==> src/sbmd_pkg.sv <==
// ---------------------------------------------------------------------------
// sbmd_pkg
// Types, constants and curve tables of the sRGB box mip downsampler.
// ---------------------------------------------------------------------------
package sbmd_pkg;

  localparam int DEF_MAX_WIDTH   = 4096;
  localparam int DEF_LINEAR_BITS = 12;
  localparam int HEIGHT_LIMIT    = 4096;
  localparam int HEIGHT_BITS     = 13;
  localparam int ROW_BITS        = 12;
  localparam int CFG_DATA_BITS   = 13;
  localparam int CFG_INDEX_BITS  = 2;
  localparam int QUEUE_DEPTH     = 4;
  localparam int TAB_BITS        = 18;
  localparam int SEARCH_STEPS    = 8;

  localparam logic [CFG_INDEX_BITS-1:0] CFG_SOURCE_WIDTH  = 2'd0;
  localparam logic [CFG_INDEX_BITS-1:0] CFG_SOURCE_HEIGHT = 2'd1;
  localparam logic [CFG_INDEX_BITS-1:0] CFG_SRGB_MODE     = 2'd2;

  typedef struct packed {
    logic [7:0] red_in;
    logic [7:0] green_in;
    logic [7:0] blue_in;
    logic [7:0] alpha_in;
  } pix_in_t;

  typedef struct packed {
    logic [7:0] red_out;
    logic [7:0] green_out;
    logic [7:0] blue_out;
    logic [7:0] alpha_out;
    logic       level_done;
  } pix_out_t;

  // control word riding along with each queued group sum
  typedef struct packed {
    logic [1:0] shift;   // log2 of the number of pixels summed
    logic       srgb;
    logic       done;
  } qctl_t;

  typedef logic [TAB_BITS-1:0] tab_t [256];

  // truncated Q30 fifth power
  function automatic logic [63:0] sbmd_pow5(input logic [63:0] r);
    logic [63:0] p;
    p = r;
    for (int k = 0; k < 4; k++) begin
      p = (p * r) >> 30;
    end
    return p;
  endfunction

  // sRGB-to-linear in Q30 at half-code h (c = h/510)
  function automatic logic [63:0] sbmd_lin_q30(input int unsigned h);
    logic [63:0] t;
    logic [63:0] x2;
    logic [63:0] r;
    logic [63:0] c;
    if (h <= 20) begin
      return ((64'(h) * 64'd100 << 30) + 64'd329460) / 64'd658920;
    end
    t = ((64'(1000 * h + 28050) << 30) + 64'd269025) / 64'd538050;
    if (t >= (64'd1 << 30)) begin
      return 64'd1 << 30;
    end
    x2 = (t * t) >> 30;
    r  = '0;
    for (int b = 29; b >= 0; b--) begin
      c = r | (64'd1 << b);
      if (sbmd_pow5(c) <= x2) begin
        r = c;
      end
    end
    return (x2 * r) >> 30;
  endfunction

  // byte -> unsigned 0.lb linear value
  function automatic tab_t sbmd_dec_tab(input int lb);
    tab_t        tab;
    logic [63:0] m;
    m = (64'd1 << lb) - 64'd1;
    for (int i = 0; i < 256; i++) begin
      tab[i] = TAB_BITS'((sbmd_lin_q30(2 * i) * m + (64'd1 << 29)) >> 30);
    end
    return tab;
  endfunction

  // encode thresholds on a sum scaled to four pixels:
  // byte b is reached when 4/n * sum >= ceil(L(2b-1) * M / 2^28)
  function automatic tab_t sbmd_thr_tab(input int lb);
    tab_t        tab;
    logic [63:0] m;
    m = (64'd1 << lb) - 64'd1;
    tab[0] = '0;
    for (int i = 1; i < 256; i++) begin
      tab[i] = TAB_BITS'((sbmd_lin_q30(2 * i - 1) * m + (64'd1 << 28) - 64'd1) >> 28);
    end
    return tab;
  endfunction

endpackage

==> src/sbmd_queue.sv <==
// ---------------------------------------------------------------------------
// sbmd_queue
// Short register FIFO between the front and back parts.
// ---------------------------------------------------------------------------
module sbmd_queue import sbmd_pkg::*; #(
  parameter int W = 8
) (
  input  logic         clk,
  input  logic         rst_n,
  input  logic         push,
  input  logic [W-1:0] wdata,
  output logic         full,
  input  logic         pop,
  output logic [W-1:0] rdata,
  output logic         empty
);

  localparam int PW = $clog2(QUEUE_DEPTH);

  logic [W-1:0] mem_r [QUEUE_DEPTH];
  logic [PW-1:0] wp_r, rp_r;
  logic [PW:0]   cnt_r, cnt_nxt;
  logic          do_push, do_pop;

  assign full    = (cnt_r == (PW+1)'(QUEUE_DEPTH));
  assign empty   = (cnt_r == '0);
  assign do_push = push && !full;
  assign do_pop  = pop && !empty;
  assign rdata   = mem_r[rp_r];

  always_comb begin
    cnt_nxt = cnt_r;
    if (do_push && !do_pop) begin
      cnt_nxt = cnt_r + 1'b1;
    end else if (!do_push && do_pop) begin
      cnt_nxt = cnt_r - 1'b1;
    end
  end

  always_ff @(posedge clk) begin
    if (!rst_n) begin
      wp_r  <= '0;
      rp_r  <= '0;
      cnt_r <= '0;
    end else begin
      cnt_r <= cnt_nxt;
      if (do_push) begin
        wp_r <= wp_r + 1'b1;
      end
      if (do_pop) begin
        rp_r <= rp_r + 1'b1;
      end
    end
  end

  always_ff @(posedge clk) begin
    if (do_push) begin
      mem_r[wp_r] <= wdata;
    end
  end

endmodule

==> config.mk <==
export PLATFORM = sky130hd
export DESIGN_NAME = sbmd_queue
export DESIGN_NICKNAME = d
export VERILOG_FILES = /design/src/sbmd_pkg.sv /design/src/sbmd_queue.sv
export SDC_FILE = /design/constraint.sdc
export NUM_CORES = 1
export LEC_CHECK = 0
export ABC_AREA = 1
export BUFFER_PORTS_ARGS = -buffer_cell sky130_fd_sc_hd__clkbuf_2
export CAP_MARGIN = 10
export CORE_MARGIN = 8
export CORE_UTILIZATION = 56
export DETAILED_ROUTE_END_ITERATION = 8
export PLACE_DENSITY = 0.78
export SYNTH_ARGS = -nofsm -noshare
export SYNTH_HDL_FRONTEND = slang
export SYNTH_SLANG_ARGS = --single-unit
==> constraint.sdc <==
create_clock -name clk -period 1.86 [get_ports clk]
set_input_delay 0.372 -clock clk [delete_from_list [all_inputs] [get_ports clk]]
set_output_delay 0.372 -clock clk [all_outputs]
set_load 0.03 [all_outputs]
* Word level (Yosys, flattened, before mapping)
Memories as Yosys holds them, arrays and structs flattened. A register that Yosys moved wholly into a read port is not among the register bits.
Index checks and enable logic that the tools add are counted.
** Storage, ports and cells
- Register bits :: 7
- RAM bits :: 32
- Input bits :: 12
- Output and inout port bits :: 10
- Logic and storage cells :: 25
- Memories :: 1
** Memories
- mem_r :: words 4, width 8, read ports 1, clocked after memory_dff 1, wr ports 1, RTL line sbmd_queue.sv:20 : logic [W-1:0] mem_r [QUEUE_DEPTH];
** Operators by class
- $add $sub $neg :: 4
- Eq/ne operators :: 1
- Mux-type cells :: 6
- Reductions and logical operators :: 10
** Operators by type and width (number)
- 3-bit 2-to-1 mux :: 2
- 2-bit by 1-bit adder with 2-bit output, second input constant :: 2
- 1-bit logical AND :: 4
- 1-bit zero test :: 4
- 2-bit 2-to-1 mux :: 2
- 3-bit by 1-bit adder with 3-bit output, second input constant :: 1
- 3-bit == test, second input constant :: 1
- 3-bit zero test :: 1
- 3-bit by 1-bit subtractor with 3-bit output, second input constant :: 1
- 1-bit 2-to-1 mux :: 2
- 2-bit nonzero test :: 1

* Logic depth before layout (Yosys ltp)
Gate-level depths: netlist of run 1.
- Depth after elaboration :: 7
- Mapped depth :: 13
- Depth with buffers taken out :: 13

* Least setup slack after synthesis of run 1
Ideal clock, no wire load.
- Path type :: reg-to-reg
- Start :: reg cnt_r[0]
- End :: reg cnt_r[2]
- Library setup time :: 0.113 ns
- Arrival :: 1.594 ns
- Data required time :: 1.747 ns
- Slack :: 0.153 ns
- Stages on the path, launching flop included :: 14
- Buffers on the path :: 0
- Clock period less this slack :: 1.707 ns
- Cell sequence :: dfxtp_1 > nor2_1 > nand2_1 > nand2_2 > inv_1 > ha_1 > inv_1 > fa_1 > inv_1 > nand2_1 > nand3_1 > nand2_1 > nand2_1 > nor2_1
** Between the ends
- Longest elaborated chain between the ends :: 6
- Elaborated cells on any way between the ends :: 15
- Those cells by class :: add/sub: 2; eq/ne: 1; mux: 2; reduce/logical: 10
** Ends and longest elaborated chain
- start: declaration :: RTL line sbmd_queue.sv:22 : logic [PW:0] cnt_r, cnt_nxt;
- start signal: assignment :: RTL line sbmd_queue.sv:46 : cnt_r <= cnt_nxt;
- 3-bit == test (*) :: RTL line sbmd_queue.sv:25 : assign full = (cnt_r == (PW+1)'(QUEUE_DEPTH));
- 1-bit zero test (*) :: RTL line sbmd_queue.sv:27 : assign do_push = push && !full;
- 1-bit logical AND (*) :: RTL line sbmd_queue.sv:27
- via do_push :: RTL line sbmd_queue.sv:23 : logic do_push, do_pop;
- 1-bit zero test :: RTL line sbmd_queue.sv:35 : end else if (!do_push && do_pop) begin
- 1-bit logical AND :: RTL line sbmd_queue.sv:35
- 2-bit nonzero test (no source line)
Mark *: on every way through the listed nets, which the timed path passes. The rest lies on a longest branch. The select of a mux whose other input is x is not followed.
A chain may end at the register's enable or synchronous reset.

* Worst setup path after layout of run 1
- Start :: reg cnt_r[0]
- End :: reg cnt_r[1]
** Between the ends
- Elaborated cells on any way between the ends :: 15
- Those cells by class :: add/sub: 2; eq/ne: 1; mux: 2; reduce/logical: 10
** RTL lines
- 3-bit == test :: RTL line sbmd_queue.sv:25
- 1-bit zero test :: RTL line sbmd_queue.sv:27
- 1-bit logical AND :: RTL line sbmd_queue.sv:27
- via do_push :: RTL line sbmd_queue.sv:23
- 1-bit logical AND :: RTL line sbmd_queue.sv:33 : if (do_push && !do_pop) begin
- 3-bit 2-to-1 mux :: RTL line sbmd_queue.sv:33
- via cnt_nxt[1] :: RTL line sbmd_queue.sv:22
The timed path passes the listed nets, and every way through them passes these cells. The select of a mux whose other input is x is not followed.

==> impl_metrics.env, run 1 <==
export IMPL_ys_seq_area_share_pct=67.7
export IMPL_synth_fp_nets=164
export IMPL_numPortBuffers=21
export IMPL_cts_clk_slew_worst_paths_ps=120
export IMPL_via_per_inst=5.40
export IMPL_die_y_um=70.9
export IMPL_hold_depth=1
export IMPL_cp_start_kind="flip-flop"
export IMPL_drc=0
export IMPL_netlist_area_sq_um=1690
export IMPL_period_minus_slack_ps=1790
export IMPL_cts_root_buffer="clkbuf_4"
export IMPL_grt_pass1_vias=1202
export IMPL_post_synth_cell_area_avg_sq_um=11.5
export IMPL_ir_drop_v=0.000750
export IMPL_postPlaceCellArea_sq_um=1850
export IMPL_n_fill_cell=219
export IMPL_grt_max_degree=17
export IMPL_clock_power_share_pct=15.2
export IMPL_diodes=0
export IMPL_antenna_left=0
export IMPL_hp_class="in2reg"
export IMPL_path_class="reg2reg"
export IMPL_final_util_pct=67.3
export IMPL_ys_ff_latch=41
export IMPL_swShare_pct=39.5
export IMPL_cts_tree="yes"
export IMPL_synth_top_cell_by_area="edfxtp_1"
export IMPL_num_rows=20
export IMPL_r2r_end="cnt_r[1]$_SDFFE_PN0P_"
export IMPL_htree_levels=2
export IMPL_power_switching_w=0.00108
export IMPL_yosys_warnings=0
export IMPL_slowest_delay_ps=450
export IMPL_drv_slew=0
export IMPL_clock_sinks=41
export IMPL_hold_path_end="mem_r[0][3]$_DFFE_PP_"
export IMPL_die_x_um=70.9
export IMPL_dp_final_hpwl_mm=2.19
export IMPL_leakagePower_nw=0.805
export IMPL_numCtsBuffers=5
export IMPL_post_place_ws_ps=-77.5
export IMPL_ios=22
export IMPL_finalHoldViolCount=0
export IMPL_cp_end_kind="flip-flop"
export IMPL_status="completed"
export IMPL_worst_pin_slew_ps=201
export IMPL_r2r_cells=9
export IMPL_skew_ps=4.65
export IMPL_worstHoldStart="wdata[3]"
export IMPL_grt_usage_pct=13.5
export IMPL_vias=1156
export IMPL_r2r_start="cnt_r[0]$_SDFFE_PN0P_"
export IMPL_final_cell_area_sq_um=1990
export IMPL_dieArea_sq_um=5020
export IMPL_cp_data_arrival_time_ps=2040
export IMPL_dr_pass1_iters=4
export IMPL_layout_nets=198
export IMPL_drtIter0Drc=95
export IMPL_cp_top_family="adder cells"
export IMPL_clockBufferDepth=2
export IMPL_fin_crit_sh_pct=96.3
export IMPL_synth_cell_types=18
export IMPL_wl_per_cell_um=15.1
export IMPL_slowest_stage="fa_2"
export IMPL_crit_start="cnt_r[0]$_SDFFE_PN0P_"
export IMPL_critPathBufInv=2
export IMPL_finalSetupViolations=0
export IMPL_grt_overflow=0
export IMPL_setup_slack_ps=69.0
export IMPL_start_util_pct=57.1
export IMPL_rsz0062_at_grt="no"
export IMPL_netlist_top_cells_area="edfxtp_1 57%, dfxtp_1 11%, nor2_1 6.7%, o21ai_0 3.9%, inv_1 3.8%"
export IMPL_relSlewSlack_pct=86.5
export IMPL_tns_ps=0
export IMPL_core_area_sq_um=2950
export IMPL_final_cell_mix="32 x edfxtp_1, 29 x nor2_1, 18 x clkbuf_2, 14 x inv_1, 12 x o21ai_0"
export IMPL_cp_cell_sequence="nor2_4 > nand2_4 > nand2_4 > inv_2 > ha_2 > inv_2 > fa_2 > o21ai_2 > nor2_1"
export IMPL_final_common_cell="edfxtp_1"
export IMPL_hold_buffers=0
export IMPL_antenna_found_initial=0
export IMPL_seq_power_share_pct=44.7
export IMPL_drv_cap=0
export IMPL_grt_pass1_wl_mm=5.30
export IMPL_area_growth_pct=18.0
export IMPL_worstPathRequired_ps=2110
export IMPL_p_comb_share_pct=40.0
export IMPL_gp_congestion=0.772
export IMPL_fmax_ghz=0.558
export IMPL_p_int_w=0.00166
export IMPL_clock_latency_ps=340
export IMPL_finalPower_w=0.00275
export IMPL_drive_gt1_share_pct=31.5
export IMPL_syn_inst=146
export IMPL_worstPathMaxFanout=5
export IMPL_r2r_setup_slack_ps=70
export IMPL_powerDensity_nw_per_um2=1380
export IMPL_wirelength_mm=3.24
export IMPL_synth_top_area_share_pct=57.0
==> kinds of logic (layout without fill, tap and decap cells) <==
group,count (synthesis),in the layout,synth area share (%)
AO/OA/AOI/OAI,28,28,9.58
XOR/XNOR,1,1,0.520
adder cells (fa/ha/maj),6,6,4.90
buffers and inverters,20,55,5.34
flip-flops,41,41,67.7
AND/OR/NAND/NOR,50,50,12.0
==> power groups by stage <==
stage | combinational [W] | clock [W] | sequential [W]
2_1_floorplan | 0.000684 | 0 | 0.00121
3_3_place_gp | 0.000898 | 0 | 0.00121
3_5_place_dp | 0.000953 | 0 | 0.00122
4_1_cts | 0.000985 | 0.000429 | 0.00121
5_1_grt | 0.00121 | 0.000464 | 0.00124
6_report | 0.00110 | 0.000418 | 0.00123
==> per-stage QoR <==
step	hold slack [ps]	instances
4_1_cts	230	212
3_5_place_dp	516	204
3_3_place_gp	482	204
6_report	241	214
5_1_grt	220	214
2_1_floorplan	464	146
==> registers in the layout (all words and copies together) (netlist names), named ones only <==
| name | count |
|---|---|
| wp_r | 2 |
| mem_r | 32 |
| rp_r | 2 |
| cnt_r | 3 |
==> worst register-to-register path: stages (launching register included) <==
cell and delay (ps):
dfxtp_4 380, nor2_4 180, nand2_4 100, nand2_4 90, inv_2 50, ha_2 200
inv_2 60, fa_2 450, o21ai_2 150, nor2_1 40
==> final cells by class <==
type,instances,area [sq um],share of cell area [%]
Clock inverter,3,17.5,0.881
Clock buffer,5,37.5,1.89
Tap cell,33,41.3,2.08
Inverter,18,70.1,3.52
Timing Repair Buffer,29,173,8.68
Sequential cell,41,1150,58.0
Multi-Input combinational cell,85,495,24.9
==> synthesized netlist by cell type, drive strengths merged <==
master	instances
buf	2
edfxtp	32
a21oi	3
dfxtp	9
nor2	30
nand2	15
xor2	1
nand3b	1
o22ai	8
nand3	4
o21ai	17
inv	18
fa	1
ha	5
==> worst max path at each step <==
| stage | endpoint | slack (ps) | cells past startpoint |
|---|---|---|---|
| finish | cnt_r[1]$_SDFFE_PN0P_ | 70 | 9 |
| global route | cnt_r[1]$_SDFFE_PN0P_ | 10 | 9 |
| CTS | rdata[3] | -7 | 4 |
| detailed placement | cnt_r[2]$_SDFFE_PN0P_ | -80 | 13 |
| global placement | cnt_r[2]$_SDFFE_PN0P_ | 90 | 13 |
| floorplan | cnt_r[2]$_SDFFE_PN0P_ | 150 | 13 |
==> metal layers <==
metal  part of all wire (%)  track usage (%)
met5                      0                0
met4                    2.2             8.08
met3                    5.3             4.52
met2                     54             23.5
met1                     38             13.8
==> what timing repair did <==
action | CTS | global route
setup buffers | 0 | 2
pin swaps | 0 | 2
hold endpoints to repair | 0 | 0
setup endpoints to repair | 8 | 10
gates resized for setup | 9 | 21
Power figures use the tool's default switching activity.
==> inputs of run 2 (changes only) <==
- CELL_PAD_IN_SITES_DETAIL_PLACEMENT: default -> 2
- CELL_PAD_IN_SITES_GLOBAL_PLACEMENT: default -> 2
- CORE_UTILIZATION: 56 -> 37
- GPL_TIMING_DRIVEN: default -> 0
- PLACE_DENSITY: 0.78 -> default
- PLACE_DENSITY_LB_ADDON: default -> 0.1
==> run 2 against run 1 <==
  * Clock-buffer cell count grew 1
  * Sequential share of layout area shrank 1.7 points
  * Via count shrank 1.0%
  * Final cell count grew 7.0%
  * Global-route usage shrank 0.73 points
  * Clock power grew 60%
  * Hold slack gained 58 ps
  * Die area grew 39%
  * Combinational power is essentially flat
==> impl_metrics.env, run 2 (same netlist as run 1, synthesis figures left out) <==
export IMPL_dieArea_sq_um=6970
export IMPL_wirelength_mm=4.28
export IMPL_relSlewSlack_pct=41.6
export IMPL_drv_slew=0
export IMPL_final_cell_mix="32 x edfxtp_1, 29 x nor2_1, 18 x clkbuf_2, 15 x inv_1, 12 x o21ai_0"
export IMPL_cts_tree="yes"
export IMPL_gp_congestion=0.703
export IMPL_leakagePower_nw=0.811
export IMPL_dp_final_hpwl_mm=3.14
export IMPL_drc=0
export IMPL_cp_cell_sequence="inv_4 > buf_6 > nor2_1 > o22ai_1 > buf_4"
export IMPL_via_per_inst=5.00
export IMPL_layout_nets=194
export IMPL_cp_data_arrival_time_ps=1410
export IMPL_powerDensity_nw_per_um2=1470
export IMPL_finalPower_w=0.00300
export IMPL_fin_crit_sh_pct=95.6
export IMPL_grt_pass1_vias=1346
export IMPL_grt_usage_pct=12.8
export IMPL_drive_gt1_share_pct=28.8
export IMPL_wl_per_cell_um=18.7
export IMPL_worstHoldStart="wdata[6]"
export IMPL_num_rows=24
export IMPL_cp_top_family="buffers and inverters"
export IMPL_grt_overflow=0
export IMPL_worstPathMaxFanout=10
export IMPL_clockBufferDepth=2
export IMPL_cp_start_kind="flip-flop"
export IMPL_finalHoldViolCount=0
export IMPL_cts_root_buffer="clkbuf_8"
export IMPL_dr_pass1_iters=4
export IMPL_period_minus_slack_ps=1780
export IMPL_clock_sinks=41
export IMPL_largest_reg_flops=32
export IMPL_reg_top3="mem_r: 32 flops, cnt_r: 3 flops"
export IMPL_slowest_stage="dfxtp_4"
export IMPL_worst_pin_slew_ps=873
export IMPL_skew_ps=6.10
export IMPL_die_x_um=83.5
export IMPL_grt_max_degree=15
export IMPL_numPortBuffers=21
export IMPL_vias=1144
export IMPL_start_util_pct=38.4
export IMPL_drtIter0Drc=44
export IMPL_numCtsBuffers=5
export IMPL_area_growth_pct=21.3
export IMPL_core_area_sq_um=4380
export IMPL_hp_class="in2reg"
export IMPL_fmax_ghz=0.563
export IMPL_path_class="reg2out"
export IMPL_grt_pass1_wl_mm=6.98
export IMPL_diodes=0
export IMPL_r2r_start="cnt_r[0]$_SDFFE_PN0P_"
export IMPL_drv_cap=0
export IMPL_finalSetupViolations=0
export IMPL_antenna_left=0
export IMPL_antenna_found_initial=0
export IMPL_ios=22
export IMPL_cts_clk_slew_worst_paths_ps=80
export IMPL_cp_end_kind="primary output"
export IMPL_ir_drop_v=0.000577
export IMPL_worstPathRequired_ps=1490
export IMPL_critPathBufInv=3
export IMPL_slowest_delay_ps=390
export IMPL_postPlaceCellArea_sq_um=1860
export IMPL_clock_latency_ps=290
export IMPL_largest_register="mem_r"
export IMPL_htree_levels=2
export IMPL_fin_hold_ws_ps=299
export IMPL_status="completed"
export IMPL_final_cell_area_sq_um=2040
export IMPL_die_y_um=83.5
export IMPL_final_common_cell="edfxtp_1"
==> run 2: final cells by class <==
class | count | area (sq um)
Buffer | 2 | 22.5
Clock buffer | 6 | 93.8
Clock inverter | 2 | 15.0
Fill cell | 451 | 2340
Inverter | 18 | 70.1
Multi-Input combinational cell | 85 | 502
Sequential cell | 41 | 1150
Tap cell | 52 | 65.1
Timing Repair Buffer | 23 | 125
==> run 2: power breakdown <==
part	switching, W	internal, W	total [W]
logic	0.000725	0.000369	0.00109
clock network	0.000318	0.000349	0.000667
registers	0.000100	0.00114	0.00124
==> run 2: per-stage QoR <==
| stage | util, % | setup TNS (ps) | std cells | worst slack (ps) |
|---|---|---|---|---|
| after floorplan | - | 0 | 146 | 153 |
| after global placement | 42.3 | -29.7 | 219 | -29.7 |
| after detailed placement | 42.3 | -230 | 219 | -164 |
| after CTS | 45.7 | 0 | 228 | 7.48 |
| after global routing | 46.6 | -0.857 | 229 | -0.857 |
| final | 46.6 | 0 | 229 | 82.5 |
==> run 2: layer usage <==
layer	vias to the layer above	wire length, um	global-route usage, %
met5	-	0	0
li1	563	-	-
met2	14	2270	22.4
met1	565	1880	14.5
met4	0	34	4.24
met3	2	98	3.81
==> run 2: worst paths after layout <==
| check | endpoint | slack (ps) | cells after the start |
|---|---|---|---|
| worst max-delay path | rdata[1] | 80 | 5 |
| worst min-delay path | mem_r[1][6]$_DFFE_PP_ | 300 | 1 |
| worst min register to register | rp_r[0]$_SDFFE_PN0P_ | 520 | 2 |
| worst max register to register | cnt_r[1]$_SDFFE_PN0P_ | 120 | 9 |
==> run 2: timing repair <==
| item | 4_1_cts | 5_1_grt |
|---|---|---|
| endpoints found under the hold margin | 0 | 0 |
| pin swaps | 1 | 1 |
| cloned | 0 | 0 |
| endpoints found under the setup margin | 10 | 5 |
| hold buffers | 0 | 0 |
| resized for setup | 15 | 12 |
| setup buffers | 1 | 1 |
==> inputs of run 3 (changes only) <==
- ABC_AREA: 1 -> default
- CORE_UTILIZATION: 37 -> 36
==> run 3 against run 2 <==
  * The run now ends with setup timing left
  * Wire length fell by 24%
  * First-iteration DRC count fell by 14%
  * Design area fell by 0.61%
  * Total power down 2.7%
  * Utilization decreased by 0.29 points
  * Non-clock buffer count increased by 1
  * Critical path depth rose by 3
  * Clock-buffer cell count unchanged
  * Final cell count decreased by 25%
  * Maximum frequency decreased by 8.6%
  * Clock power is 17% lower
  * Register-to-register slack got worse by 200 ps
==> impl_metrics.env, run 3 <==
export IMPL_ys_seq_area_share_pct=69.6
export IMPL_cp_top_family="adder cells"
export IMPL_seqCellArea_sq_um=1150
export IMPL_reg_top3="mem_r: 32 flops, cnt_r: 3 flops"
export IMPL_synth_fp_nets=108
export IMPL_dp_final_hpwl_mm=2.36
export IMPL_numPortBuffers=20
export IMPL_drtIter0Drc=38
export IMPL_num_rows=24
export IMPL_rsz0062_at_grt="yes"
export IMPL_ir_drop_v=0.000604
export IMPL_slowest_delay_ps=360
export IMPL_grt_overflow=0
export IMPL_core_area_sq_um=4380
export IMPL_cp_start_kind="flip-flop"
export IMPL_gp_congestion=0.672
export IMPL_period_minus_slack_ps=1940
export IMPL_worstPathRequired_ps=2090
export IMPL_synthSimpleGateAreaFrac_pct=6.18
export IMPL_ys_ff_latch=41
export IMPL_n_fill_cell=408
export IMPL_die_y_um=83.5
export IMPL_synth_common_cells="32 x edfxtp_1, 9 x dfxtp_1, 8 x and2_1, 8 x mux4_2, 5 x ha_1"
export IMPL_final_cell_mix="32 x edfxtp_1, 12 x clkbuf_2, 8 x mux4_2, 8 x and2_1, 6 x clkbuf_8"
export IMPL_wirelength_mm=3.23
export IMPL_netlist_top_cells_area="edfxtp_1 59%, dfxtp_1 11%, mux4_2 11%, ha_1 3.8%, and2_1 3.1%"
export IMPL_critPathBufInv=2
export IMPL_post_synth_cell_area_avg_sq_um=18.2
export IMPL_cts_clk_slew_worst_paths_ps=80
export IMPL_grt_max_degree=13
export IMPL_cp_end_kind="flip-flop"
export IMPL_worst_pin_slew_ps=466
export IMPL_cp_cell_sequence="buf_12 > o31ai_4 > ha_4 > inv_2 > fa_2 > xor2_1 > or3_1 > a21boi_1"
export IMPL_leakagePower_nw=0.725
export IMPL_powerDensity_nw_per_um2=1440
export IMPL_synth_fa_ha_area_share_pct=5.04
export IMPL_dr_pass1_iters=3
export IMPL_tns_ps=-84.6
export IMPL_layout_nets=137
export IMPL_setup_slack_ps=-84.6
export IMPL_slowest_stage="dfxtp_4"
export IMPL_syn_inst=90
export IMPL_path_class="reg2reg"
export IMPL_synth_top_area_share_pct=58.6
export IMPL_numCtsBuffers=5
export IMPL_clockBufferDepth=2
export IMPL_synth_cell_types=23
export IMPL_post_place_ws_ps=-153
export IMPL_synth_top_family_by_area="multiplexers"
export IMPL_antenna_found_initial=0
export IMPL_drv_slew=0
export IMPL_worstPathMaxFanout=4
export IMPL_ios=22
export IMPL_fin_crit_sh_pct=105
export IMPL_synth_xor_area_share_pct=2.14
export IMPL_yosysMostFrequentCell="edfxtp_1"
export IMPL_via_per_inst=4.95
export IMPL_htree_levels=2
export IMPL_yosys_warnings=0
export IMPL_async_flop_share_pct=0
export IMPL_start_util_pct=37.4
export IMPL_status="complete, but fails checks"
export IMPL_vias=852
export IMPL_drc=0
export IMPL_multi_input_area_sq_um=495
export IMPL_cts_root_buffer="clkbuf_8"
export IMPL_clock_sinks=41
export IMPL_grt_usage_pct=10.0
export IMPL_synth_compound_area_share_pct=2.06
export IMPL_wl_per_cell_um=18.8
export IMPL_synth_edf_count=32
export IMPL_largest_register="mem_r"
export IMPL_relSlewSlack_pct=68.9
export IMPL_area_growth_pct=24.0
export IMPL_finalSetupViolations=1
export IMPL_largest_reg_flops=32
export IMPL_grt_pass1_wl_mm=5.20
export IMPL_hp_class="in2reg"
export IMPL_violations="setup timing"
export IMPL_grt_pass1_vias=951
export IMPL_r2r_setup_slack_ps=-80
export IMPL_die_x_um=83.5
export IMPL_drive_gt1_share_pct=42.5
export IMPL_netlist_area_sq_um=1640
export IMPL_finalHoldViolCount=0
export IMPL_skew_ps=8.31
export IMPL_synth_ff_type="edfxtp_1"
export IMPL_final_common_cell="edfxtp_1"
export IMPL_diodes=0
export IMPL_clock_latency_ps=300
export IMPL_dieArea_sq_um=6970
export IMPL_drv_cap=0
export IMPL_fmax_ghz=0.514
export IMPL_synth_top_cell_by_area="edfxtp_1"
export IMPL_cp_data_arrival_time_ps=2170
export IMPL_antenna_left=0
export IMPL_cts_tree="yes"
export IMPL_synthMuxAreaShare_pct=12.8
==> run 3: cell count changes after synthesis, sizes merged, moves of 3 or more <==
| cell | previous run | this run |
|---|---|---|
| mux4 | 0 | 8 |
| a21oi | 3 | 0 |
| inv | 18 | 3 |
| nand3 | 4 | 0 |
| xnor2 | 0 | 3 |
| and2 | 0 | 8 |
| o21ai | 17 | 1 |
| nand2 | 15 | 4 |
| o22ai | 8 | 0 |
| nor2 | 30 | 0 |
| mux2i | 0 | 3 |
==> run 3: routing by layer <==
metal / wire length (um) / track usage [%] / up-vias / part of all wire, %
met1: 1350 / 11.0 / 430 / 42
li1: - / - / 399 / -
met4: 61 / 5.18 / 0 / 1.9
met5: 0 / 0 / - / 0
met2: 1670 / 16.4 / 17 / 52
met3: 146 / 4.00 / 6 / 4.5
==> run 3: cell families after synthesis <==
family | count (synthesis)
XOR/XNOR | 4
adder cells (fa/ha/maj) | 6
multiplexers | 11
buffers and inverters | 7
AO/OA/AOI/OAI | 4
flip-flops | 41
AND/OR/NAND/NOR | 17
==> run 3: power breakdown <==
group / switching, W / leakage [nW] / internal, W
Combinational: 0.000543 / 0.310 / 0.000565
Clock: 0.000296 / 0.0450 / 0.000260
Sequential: 0.000109 / 0.370 / 0.00114
==> run 3: final cells by class <==
class / count / share of cell area, %
sequential: 41 / 56.8
multi-input combinational: 42 / 24.4
timing repair buffer: 24 / 9.79
clock buffer: 6 / 3.57
tap: 52 / 3.20
buffer: 2 / 1.17
inverter: 3 / 0.554
clock inverter: 2 / 0.493
==> run 3: repair_timing <==
item                       in CTS  in global routing
cloned                          0                  0
resized for setup              20                 12
hold buffers                    0                  0
pin swaps                       0                  1
buffers inserted                1                  3
setup endpoints to repair       9                 10
==> run 3: stage by stage <==
step           cell area (sq um)  hold slack [ps]  util [%]  std cells  total power, W
6_report                    2030              299      46.3        172         0.00292
4_1_cts                     1990              289      45.4        170         0.00289
3_3_place_gp                1830              489      41.7        162         0.00213
2_1_floorplan               1660              468         -         90         0.00191
5_1_grt                     2030              290      46.3        172         0.00308
3_5_place_dp                1830              509      41.7        162         0.00218
==> run 3: worst paths after layout <==
path | from | end | cells after the start
setup reg to reg | cnt_r[2]$_SDFFE_PN0P_ | cnt_r[2]$_SDFFE_PN0P_ | 8
hold / removal | wdata[2] | mem_r[2][2]$_DFFE_PP_ | 1
setup / recovery | cnt_r[2]$_SDFFE_PN0P_ | cnt_r[2]$_SDFFE_PN0P_ | 8
hold reg to reg | wp_r[1]$_SDFFE_PN0P_ | wp_r[1]$_SDFFE_PN0P_ | 2
